File: src/ifs_pkg.sv
// ----------------------------------------------------------------------------
// ifs_pkg
// Shared widths, types and register indexes of the two-channel frequency
// statistics block.
// ----------------------------------------------------------------------------
package ifs_pkg;

   localparam int CODE_W  = 24;
   localparam int CLK_W   = 25;
   localparam int DIVL_W  = 2;
   localparam int FREQ_W  = 32;
   localparam int CNT_W   = 32;
   localparam int SUM_W   = 64;
   localparam int PROD_W  = CODE_W + CLK_W;
   localparam int MSTEP_W = $clog2(CODE_W);
   localparam int DSTEP_W = $clog2(SUM_W);
   localparam int CSR_W   = CLK_W;
   localparam int CIDX_W  = 1;

   typedef logic [CODE_W-1:0]  code_type;
   typedef logic [CLK_W-1:0]   clk_type;
   typedef logic [DIVL_W-1:0]  divl_type;
   typedef logic [FREQ_W-1:0]  freq_type;
   typedef logic [CNT_W-1:0]   cnt_type;
   typedef logic [SUM_W-1:0]   sum_type;
   typedef logic [PROD_W-1:0]  prod_type;
   typedef logic [CSR_W-1:0]   csr_type;
   typedef logic [CIDX_W-1:0]  cidx_type;

   localparam cidx_type CSR_REF_CLOCK = cidx_type'(0);
   localparam cidx_type CSR_DIV_LOG2  = cidx_type'(1);

   localparam clk_type  REF_CLOCK_RST = clk_type'(16000000);
   localparam divl_type DIV_LOG2_RST  = divl_type'(0);

endpackage

File: src/ifs_mul.sv
// ----------------------------------------------------------------------------
// ifs_mul
// Bit-serial shift-add multiplier: code times reference clock, one code bit
// per cycle, LSB first.
// ----------------------------------------------------------------------------
module ifs_mul (
   input  logic               clock,
   input  logic               reset,
   input  logic               start,
   input  ifs_pkg::code_type  code,
   input  ifs_pkg::clk_type   multiplicand,
   output logic               done,
   output ifs_pkg::prod_type  product
);

   localparam int ACC_W = ifs_pkg::CLK_W + 1 + ifs_pkg::CODE_W;
   localparam int HI_W  = ifs_pkg::CLK_W + 1;
   localparam logic [ifs_pkg::MSTEP_W-1:0] LAST_STEP =
      (ifs_pkg::MSTEP_W)'(ifs_pkg::CODE_W - 1);

   logic                        busy_ff, busy_in;
   logic                        done_ff, done_in;
   logic [ifs_pkg::MSTEP_W-1:0] step_ff, step_in;
   logic [ACC_W-1:0]            acc_ff, acc_in;
   ifs_pkg::clk_type            mcand_ff, mcand_in;
   logic [HI_W-1:0]             hi_sum;

   always_comb begin
      busy_in  = busy_ff;
      done_in  = 1'b0;
      step_in  = step_ff;
      acc_in   = acc_ff;
      mcand_in = mcand_ff;
      hi_sum   = acc_ff[ACC_W-1:ifs_pkg::CODE_W] +
                 (acc_ff[0] ? {1'b0, mcand_ff} : '0);
      if (start) begin
         busy_in  = 1'b1;
         step_in  = '0;
         acc_in   = {{HI_W{1'b0}}, code};
         mcand_in = multiplicand;
      end else if (busy_ff) begin
         acc_in  = {1'b0, hi_sum, acc_ff[ifs_pkg::CODE_W-1:1]};
         step_in = step_ff + 1'b1;
         if (step_ff == LAST_STEP) begin
            busy_in = 1'b0;
            done_in = 1'b1;
         end
      end
   end

   always_ff @(posedge clock) begin
      if (reset) begin
         busy_ff <= 1'b0;
         done_ff <= 1'b0;
      end else begin
         busy_ff <= busy_in;
         done_ff <= done_in;
      end
      step_ff  <= step_in;
      acc_ff   <= acc_in;
      mcand_ff <= mcand_in;
   end

   assign done    = done_ff;
   assign product = acc_ff[ifs_pkg::PROD_W-1:0];

endmodule

File: src/ifs_div.sv
// ----------------------------------------------------------------------------
// ifs_div
// Restoring divider, one quotient bit per cycle: 64-bit sum over 32-bit
// count, quotient clamped to all ones above 32 bits.
// ----------------------------------------------------------------------------
module ifs_div (
   input  logic               clock,
   input  logic               reset,
   input  logic               start,
   input  ifs_pkg::sum_type   dividend,
   input  ifs_pkg::cnt_type   divisor,
   output logic               done,
   output ifs_pkg::freq_type  quotient
);

   localparam logic [ifs_pkg::DSTEP_W-1:0] LAST_STEP =
      (ifs_pkg::DSTEP_W)'(ifs_pkg::SUM_W - 1);

   logic                        busy_ff, busy_in;
   logic                        done_ff, done_in;
   logic [ifs_pkg::DSTEP_W-1:0] step_ff, step_in;
   ifs_pkg::cnt_type            rem_ff, rem_in;
   ifs_pkg::sum_type            quo_ff, quo_in;
   ifs_pkg::cnt_type            dsor_ff, dsor_in;
   logic [ifs_pkg::CNT_W:0]     shifted;
   logic [ifs_pkg::CNT_W:0]     diff;
   logic                        geq;

   always_comb begin
      busy_in = busy_ff;
      done_in = 1'b0;
      step_in = step_ff;
      rem_in  = rem_ff;
      quo_in  = quo_ff;
      dsor_in = dsor_ff;
      shifted = {rem_ff, quo_ff[ifs_pkg::SUM_W-1]};
      diff    = shifted - {1'b0, dsor_ff};
      geq     = (shifted >= {1'b0, dsor_ff});
      if (start) begin
         busy_in = 1'b1;
         step_in = '0;
         rem_in  = '0;
         quo_in  = dividend;
         dsor_in = divisor;
      end else if (busy_ff) begin
         rem_in  = geq ? diff[ifs_pkg::CNT_W-1:0] : shifted[ifs_pkg::CNT_W-1:0];
         quo_in  = {quo_ff[ifs_pkg::SUM_W-2:0], geq};
         step_in = step_ff + 1'b1;
         if (step_ff == LAST_STEP) begin
            busy_in = 1'b0;
            done_in = 1'b1;
         end
      end
   end

   always_ff @(posedge clock) begin
      if (reset) begin
         busy_ff <= 1'b0;
         done_ff <= 1'b0;
      end else begin
         busy_ff <= busy_in;
         done_ff <= done_in;
      end
      step_ff <= step_in;
      rem_ff  <= rem_in;
      quo_ff  <= quo_in;
      dsor_ff <= dsor_in;
   end

   assign done     = done_ff;
   assign quotient = (|quo_ff[ifs_pkg::SUM_W-1:ifs_pkg::FREQ_W]) ? '1 :
                     quo_ff[ifs_pkg::FREQ_W-1:0];

endmodule

File: src/inductive_freq_stats_two_channel.sv
// ----------------------------------------------------------------------------
// inductive_freq_stats_two_channel
// Scales 24-bit sensor codes to whole-Hz frequencies and keeps running
// min / max / sum / count per channel, reporting the mean and total count.
//
//   channel   direction  handshake            payload
//   req_      in         req_valid/req_stall  clear, channel, valid, code
//   rsp_      out        rsp_valid/rsp_stall  accepted, freq, min, max, mean,
//                                             counts
//   csr_      in         csr_wr_en            index, data (no read-back)
//
// Valid sample: serial multiply, serial divide and control states, all finished
// before the next item is accepted. An invalid sample skips the multiply; a
// clear, or an invalid sample on an empty channel, skips the divide too.
// req_stall is high while an item is in work; a finished result waits in the
// output register, so rsp_stall only holds back the item after it.
// Synchronous reset clears statistics and restores register defaults.
// ----------------------------------------------------------------------------
module inductive_freq_stats_two_channel (
   input  logic                clock,
   input  logic                reset,
   input  logic                req_valid,
   output logic                req_stall,
   input  logic                req_clear_stats,
   input  logic                req_channel,
   input  logic                req_sample_valid,
   input  ifs_pkg::code_type   req_raw_code,
   output logic                rsp_valid,
   input  logic                rsp_stall,
   output logic                rsp_accepted,
   output ifs_pkg::freq_type   rsp_frequency_hz,
   output ifs_pkg::freq_type   rsp_channel_min,
   output ifs_pkg::freq_type   rsp_channel_max,
   output ifs_pkg::freq_type   rsp_channel_mean,
   output ifs_pkg::cnt_type    rsp_channel_count,
   output ifs_pkg::cnt_type    rsp_total_count,
   input  logic                csr_wr_en,
   input  ifs_pkg::cidx_type   csr_index,
   input  ifs_pkg::csr_type    csr_wdata
);

   localparam logic [2:0] S_IDLE  = 3'd0;
   localparam logic [2:0] S_MUL   = 3'd1;
   localparam logic [2:0] S_UPD   = 3'd2;
   localparam logic [2:0] S_DIVGO = 3'd3;
   localparam logic [2:0] S_DIV   = 3'd4;
   localparam logic [2:0] S_HOLD  = 3'd5;

   localparam int SH_W = ifs_pkg::PROD_W + (1 << ifs_pkg::DIVL_W) - 1;

   logic [2:0]          state_ff, state_in;
   ifs_pkg::clk_type    ref_clk_ff, ref_clk_in;
   ifs_pkg::divl_type   div_log2_ff, div_log2_in;

   logic                clr_ff, clr_in;
   logic                ch_ff, ch_in;
   logic                vld_ff, vld_in;
   ifs_pkg::freq_type   freq_ff, freq_in;
   ifs_pkg::freq_type   mean_ff, mean_in;

   ifs_pkg::freq_type   min_ff [2];
   ifs_pkg::freq_type   min_in [2];
   ifs_pkg::freq_type   max_ff [2];
   ifs_pkg::freq_type   max_in [2];
   ifs_pkg::sum_type    sum_ff [2];
   ifs_pkg::sum_type    sum_in [2];
   ifs_pkg::cnt_type    cnt_ff [2];
   ifs_pkg::cnt_type    cnt_in [2];

   logic                rsp_valid_ff, rsp_valid_in;
   logic                rsp_acc_ff, rsp_acc_in;
   ifs_pkg::freq_type   rsp_freq_ff, rsp_freq_in;
   ifs_pkg::freq_type   rsp_min_ff, rsp_min_in;
   ifs_pkg::freq_type   rsp_max_ff, rsp_max_in;
   ifs_pkg::freq_type   rsp_mean_ff, rsp_mean_in;
   ifs_pkg::cnt_type    rsp_cnt_ff, rsp_cnt_in;
   ifs_pkg::cnt_type    rsp_tot_ff, rsp_tot_in;

   logic                req_fire;
   logic                rsp_fire;
   logic                mul_start;
   logic                mul_done;
   ifs_pkg::prod_type   mul_prod;
   logic [SH_W-1:0]     prod_sh;
   logic                div_start;
   logic                div_done;
   ifs_pkg::freq_type   div_quo;
   logic [ifs_pkg::SUM_W:0] sum_add;
   logic [ifs_pkg::CNT_W:0] tot_add;

   assign req_stall = (state_ff != S_IDLE);
   assign req_fire  = req_valid && !req_stall;
   assign rsp_fire  = rsp_valid_ff && !rsp_stall;
   assign mul_start = req_fire && !req_clear_stats && req_sample_valid;
   assign div_start = (state_ff == S_DIVGO) && (cnt_ff[ch_ff] != '0);
   assign prod_sh   = {{(SH_W-ifs_pkg::PROD_W){1'b0}}, mul_prod} << div_log2_ff;
   assign sum_add   = {1'b0, sum_ff[ch_ff]} + {{(ifs_pkg::SUM_W+1-ifs_pkg::FREQ_W){1'b0}}, freq_ff};
   assign tot_add   = {1'b0, cnt_ff[0]} + {1'b0, cnt_ff[1]};

   ifs_mul u_mul (
      .clock        (clock),
      .reset        (reset),
      .start        (mul_start),
      .code         (req_raw_code),
      .multiplicand (ref_clk_ff),
      .done         (mul_done),
      .product      (mul_prod)
   );

   ifs_div u_div (
      .clock    (clock),
      .reset    (reset),
      .start    (div_start),
      .dividend (sum_ff[ch_ff]),
      .divisor  (cnt_ff[ch_ff]),
      .done     (div_done),
      .quotient (div_quo)
   );

   always_comb begin
      state_in    = state_ff;
      ref_clk_in  = ref_clk_ff;
      div_log2_in = div_log2_ff;
      clr_in      = clr_ff;
      ch_in       = ch_ff;
      vld_in      = vld_ff;
      freq_in     = freq_ff;
      mean_in     = mean_ff;
      min_in      = min_ff;
      max_in      = max_ff;
      sum_in      = sum_ff;
      cnt_in      = cnt_ff;
      rsp_valid_in = rsp_fire ? 1'b0 : rsp_valid_ff;
      rsp_acc_in   = rsp_acc_ff;
      rsp_freq_in  = rsp_freq_ff;
      rsp_min_in   = rsp_min_ff;
      rsp_max_in   = rsp_max_ff;
      rsp_mean_in  = rsp_mean_ff;
      rsp_cnt_in   = rsp_cnt_ff;
      rsp_tot_in   = rsp_tot_ff;

      if (csr_wr_en) begin
         case (csr_index)
            ifs_pkg::CSR_REF_CLOCK: ref_clk_in  = csr_wdata;
            ifs_pkg::CSR_DIV_LOG2:  div_log2_in = csr_wdata[ifs_pkg::DIVL_W-1:0];
            default: ;
         endcase
      end

      case (state_ff)
         S_IDLE: begin
            if (req_fire) begin
               clr_in  = req_clear_stats;
               ch_in   = req_channel;
               vld_in  = req_sample_valid;
               freq_in = '0;
               state_in = mul_start ? S_MUL : S_UPD;
            end
         end
         S_MUL: begin
            if (mul_done) begin
               freq_in  = ifs_pkg::freq_type'(prod_sh >> ifs_pkg::CODE_W);
               state_in = S_UPD;
            end
         end
         S_UPD: begin
            if (clr_ff) begin
               for (int k = 0; k < 2; k++) begin
                  min_in[k] = '1;
                  max_in[k] = '0;
                  sum_in[k] = '0;
                  cnt_in[k] = '0;
               end
            end else if (vld_ff) begin
               if (freq_ff < min_ff[ch_ff]) min_in[ch_ff] = freq_ff;
               if (freq_ff > max_ff[ch_ff]) max_in[ch_ff] = freq_ff;
               sum_in[ch_ff] = sum_add[ifs_pkg::SUM_W] ? '1 :
                               sum_add[ifs_pkg::SUM_W-1:0];
               if (cnt_ff[ch_ff] != '1) cnt_in[ch_ff] = cnt_ff[ch_ff] + 1'b1;
            end
            state_in = S_DIVGO;
         end
         S_DIVGO: begin
            mean_in  = '0;
            state_in = div_start ? S_DIV : S_HOLD;
         end
         S_DIV: begin
            if (div_done) begin
               mean_in  = div_quo;
               state_in = S_HOLD;
            end
         end
         S_HOLD: begin
            if (!rsp_valid_ff || !rsp_stall) begin
               rsp_valid_in = 1'b1;
               rsp_acc_in   = !clr_ff && vld_ff;
               rsp_freq_in  = freq_ff;
               rsp_min_in   = min_ff[ch_ff];
               rsp_max_in   = max_ff[ch_ff];
               rsp_mean_in  = mean_ff;
               rsp_cnt_in   = cnt_ff[ch_ff];
               rsp_tot_in   = tot_add[ifs_pkg::CNT_W] ? '1 :
                              tot_add[ifs_pkg::CNT_W-1:0];
               state_in     = S_IDLE;
            end
         end
         default: state_in = S_IDLE;
      endcase
   end

   always_ff @(posedge clock) begin
      if (reset) begin
         state_ff     <= S_IDLE;
         ref_clk_ff   <= ifs_pkg::REF_CLOCK_RST;
         div_log2_ff  <= ifs_pkg::DIV_LOG2_RST;
         rsp_valid_ff <= 1'b0;
         for (int k = 0; k < 2; k++) begin
            min_ff[k] <= '1;
            max_ff[k] <= '0;
            sum_ff[k] <= '0;
            cnt_ff[k] <= '0;
         end
      end else begin
         state_ff     <= state_in;
         ref_clk_ff   <= ref_clk_in;
         div_log2_ff  <= div_log2_in;
         rsp_valid_ff <= rsp_valid_in;
         min_ff       <= min_in;
         max_ff       <= max_in;
         sum_ff       <= sum_in;
         cnt_ff       <= cnt_in;
      end
      clr_ff      <= clr_in;
      ch_ff       <= ch_in;
      vld_ff      <= vld_in;
      freq_ff     <= freq_in;
      mean_ff     <= mean_in;
      rsp_acc_ff  <= rsp_acc_in;
      rsp_freq_ff <= rsp_freq_in;
      rsp_min_ff  <= rsp_min_in;
      rsp_max_ff  <= rsp_max_in;
      rsp_mean_ff <= rsp_mean_in;
      rsp_cnt_ff  <= rsp_cnt_in;
      rsp_tot_ff  <= rsp_tot_in;
   end

   assign rsp_valid         = rsp_valid_ff;
   assign rsp_accepted      = rsp_acc_ff;
   assign rsp_frequency_hz  = rsp_freq_ff;
   assign rsp_channel_min   = rsp_min_ff;
   assign rsp_channel_max   = rsp_max_ff;
   assign rsp_channel_mean  = rsp_mean_ff;
   assign rsp_channel_count = rsp_cnt_ff;
   assign rsp_total_count   = rsp_tot_ff;

endmodule

File: config.mk
export PLATFORM = sky130hd
export DESIGN_NAME = inductive_freq_stats_two_channel
export DESIGN_NICKNAME = d
export VERILOG_FILES = /design/src/ifs_pkg.sv /design/src/ifs_mul.sv /design/src/ifs_div.sv /design/src/inductive_freq_stats_two_channel.sv
export SDC_FILE = /design/constraint.sdc
export NUM_CORES = 2
export LEC_CHECK = 0
export BUFFER_PORTS_ARGS = -buffer_cell sky130_fd_sc_hd__clkbuf_2
export CAP_MARGIN = 20
export CELL_PAD_IN_SITES_DETAIL_PLACEMENT = 0
export CELL_PAD_IN_SITES_GLOBAL_PLACEMENT = 1
export CORE_AREA = 2 2 328 330
export DETAILED_ROUTE_END_ITERATION = 8
export DIE_AREA = 0 0 330 332
export PLACE_DENSITY_LB_ADDON = 0.1
export RECOVER_POWER = 100
export SLEW_MARGIN = 10
export SYNTH_ARGS = -nofsm -noshare
export SYNTH_HDL_FRONTEND = slang
export SYNTH_HIERARCHICAL = 1
export SYNTH_SLANG_ARGS = --single-unit
File: constraint.sdc
create_clock -name clock -period 13.6 [get_ports clock]
set_clock_uncertainty 0.1 [all_clocks]
set_input_delay 0.68 -clock clock [delete_from_list [all_inputs] [get_ports clock]]
set_output_delay 0.68 -clock clock [all_outputs]
set_load 0.005 [all_outputs]
==> reports/results.tsv <==
metric	value	unit
outcome	complete, but fails checks	
failing checks	design-rule violations, max-capacitance violations, max-slew violations	
Power Dens Cells	151	nW/um2
TritonCTS buffer count	93	
first-pass GRT wire length	199	mm
RePlAce Congestion	0.826	
die extent in y	332	um
CTS Hold Bufs	0	
largest net degree at the start of global routing	97	
Placement Setup Slack	8.22	ns
count leader, synth	dfxtp_1	
CTS-repair resized insts	0	
GR Overflow Total	0	
critical path peak fanout	55	
Synthesis Warnings	6	
Slew HR	-268	%
die width	330	um
clk_lat worst skew	0.68	ns
Port Buffers	244	
top cell type's share of synthesized area	27.8	%
# DRC	12	
Die ar.	110000	um2
Seq cells post-synth	799	
H-tree depth	3	
register-to-register setup slack	4.33	ns
FF-to-FF Start	ch_ff	
fin worst setup slack	4.33	ns
post-synthesis sequential area ratio	47.2	%
final setup violation count	0	
top post-synthesis cells by area	edfxtp_1, dfxtp_1, ha_1	
max cap viols	16	
post-route cell area	47400	um2
Post-synth EDFFs	390	
TritonCTS clock tree	done	
Final min period	9.27	ns
core area	106000	um2
Post-Route WL	129	mm
final hold viol count	0	
post-route ant nets	0	
mean area per synthesized cell	9.98	um2
critical path cell sequence	clkbuf_1, clkbuf_1, mux2i_1, ha_1, and4_1, a221o_1, nor3_1, a221o_1, a211oi_1, buf_4, nor3_1, a2111o_1	
I/O pin count	253	
HPWL after DPL	88.1	mm
Rows	120	
initial antenna violation count	3	
layout cell share with drive strength beyond 1	12.1	%
Required @ worst endpoint	14.05	ns
Worst Setup Start Kind	register	
Hold Path Origin	csr_wdata[18]	
clock sinks	799	
Post-synth ARST share	0	%
Placed Area	44600	um2
critical path arrival	9.72	ns
leakage power	18.0	nW
WL/cell	22.1	um
measured slew at the worst slew-check pin	5.52	ns
Hold Path End	ref_clk_ff[18]	
Slowest cell on crit path	clkbuf_1	
post-CTS setup buffer count	0	
post-synth cell types	100	
GR Util All Layers	23.3	%
vias post-DR	33100	
Fillers	10492	
worst r2r path cells	12	
Largest stage delay, worst path	2.86	ns
VDD IR max	0.111	mV
Worst-path clk slew	0.06	ns
Initial DRC Count	2315	
Hold Path Depth	3	
main flop type after synthesis	dfxtp_1	
setup repair after global routing missed its margin	no	
Slew Limit Fails	835	
Finished Layout Cells	5858	
Placed Cells	5679	
Post-synth top cells	dfxtp_1, edfxtp_1, nand2_1	
path type of the worst min-delay path	in2reg	
vias per cell	5.65	
fin crit share	68.2	%
Setup crit end kind	register	
CTS Buffer Depth	3	
RR Endpoint	min_ff[5]	
NumNets Final	4613	
clock root buffer	clkbuf_16	
Gate Count Post-Synth	4229	
DRT Pass-1 Iters	7	
Post-Syn Area	42200	um2
overall power	0.00715	W
vias in the first global route	32337	
critical path type	reg2reg	
achievable frequency	0.108	GHz
setup TNS	0	ns
Initial Util	39.7	%
Syn-to-layout area delta	12.4	%
largest area contributor in the netlist	edfxtp_1	
area by class of cell:
| type | instances | area, um2 | share of cell area, % |
|---|---|---|---|
| antenna | 1 | 2.50 | 0.00528 |
| clock buffer | 128 | 2560 | 5.40 |
| clock inverter | 46 | 462 | 0.974 |
| inverter | 178 | 668 | 1.41 |
| multi-input combinational | 2985 | 20500 | 43.2 |
| sequential | 799 | 19900 | 42.0 |
| tap | 1403 | 1760 | 3.70 |
| timing repair buffer | 318 | 1590 | 3.35 |
placed cells by master (no fill, tap or decap), types with 33 or more instances in the layout:
| master | n |
|---|---|
| or3_1 | 56 |
| buf_4 | 33 |
| and2_1 | 60 |
| a2111o_1 | 58 |
| clkbuf_16 | 93 |
| edfxtp_1 | 390 |
| ha_1 | 176 |
| nand4_1 | 110 |
| nand3_1 | 116 |
| nand2_1 | 351 |
| clkbuf_2 | 121 |
| nor3_1 | 122 |
| a22o_1 | 52 |
| clkbuf_1 | 180 |
| o21ai_0 | 257 |
| dfxtp_1 | 408 |
| a211oi_1 | 33 |
| inv_1 | 178 |
| xnor2_1 | 90 |
| mux2i_1 | 132 |
| mux2_2 | 141 |
| nor2_1 | 271 |
| a21o_1 | 57 |
| and3_1 | 49 |
| xor2_1 | 39 |
| a21oi_1 | 338 |
worst max path at each step:
stage / from / to / slack (ns) / depth (start not counted)
3_3_place_gp: ch_ff / u_div/quo_ff[15] / 8.41 / 10
5_1_grt: ch_ff / cnt_ff[62] / 3.89 / 13
2_1_floorplan: state_ff[0] / rsp_accepted / 2.85 / 5
4_1_cts: ch_ff / u_div/quo_ff[20] / 8.19 / 10
3_5_place_dp: ch_ff / u_div/quo_ff[16] / 8.22 / 10
6_report: ch_ff / min_ff[5] / 4.33 / 12
power by group:
group / switching (W) / total [W] / leakage (nW) / internal (W)
clock network: 0.00106 / 0.00250 / 1.48 / 0.00144
registers: 0.000201 / 0.00292 / 6.85 / 0.00272
logic: 0.00107 / 0.00173 / 9.66 / 0.000656
total: 0.00233 / 0.00715 / 18.0 / 0.00482
per-layer routing:
metal,vias to the layer above,GRT usage [%],wire (um)
met5,-,0,0
met4,0,5.48,2530
met3,153,2.94,5760
met2,754,38.2,60900
met1,16251,32.5,60300
li1,15942,-,-
cells by family (layout without fill, tap and decap cells):
group	Yosys count	count (layout)	synth area share, %
AND/OR/NAND/NOR	1321	1321	15.6
AO/OA/AOI/OAI	1046	1046	16.4
flip-flops	799	799	47.2
buffers and inverters	452	670	4.54
multiplexers	301	301	8.16
adder cells (fa/ha/maj)	180	180	5.41
XOR/XNOR	129	129	2.68
other	1	9	0.00889
metrics by stage:
stage	utilization [%]	hold WS, ns
2_1_floorplan	-	0.300
3_3_place_gp	41.9	0.305
3_5_place_dp	42.0	0.305
4_1_cts	44.8	0.0747
5_1_grt	44.6	0.108
6_report	44.6	0.128
critical path: cells and delay by family, from the launching register on:
family | cells | cell delay, ns
multiplexers | 1 | 0.56
buffers and inverters | 3 | 5.52
AND/OR/NAND/NOR | 3 | 0.46
flip-flops | 1 | 0.33
AO/OA/AOI/OAI | 4 | 1.59
adder cells (fa/ha/maj) | 1 | 0.48
sequential cells by signal, indices dropped and copies added (netlist names), 29 cells and up:
name and cells:
rsp_channel_min 29, rsp_total_count 32, rsp_channel_count 32, sum_ff 128, u_div/rem_ff 32, u_mul/acc_ff 49
u_div/quo_ff 64, rsp_channel_mean 32, min_ff 58, mean_ff 32, cnt_ff 64, u_div/dsor_ff 32
max_ff 56
No activity file was read; power rests on OpenSTA's default activity.
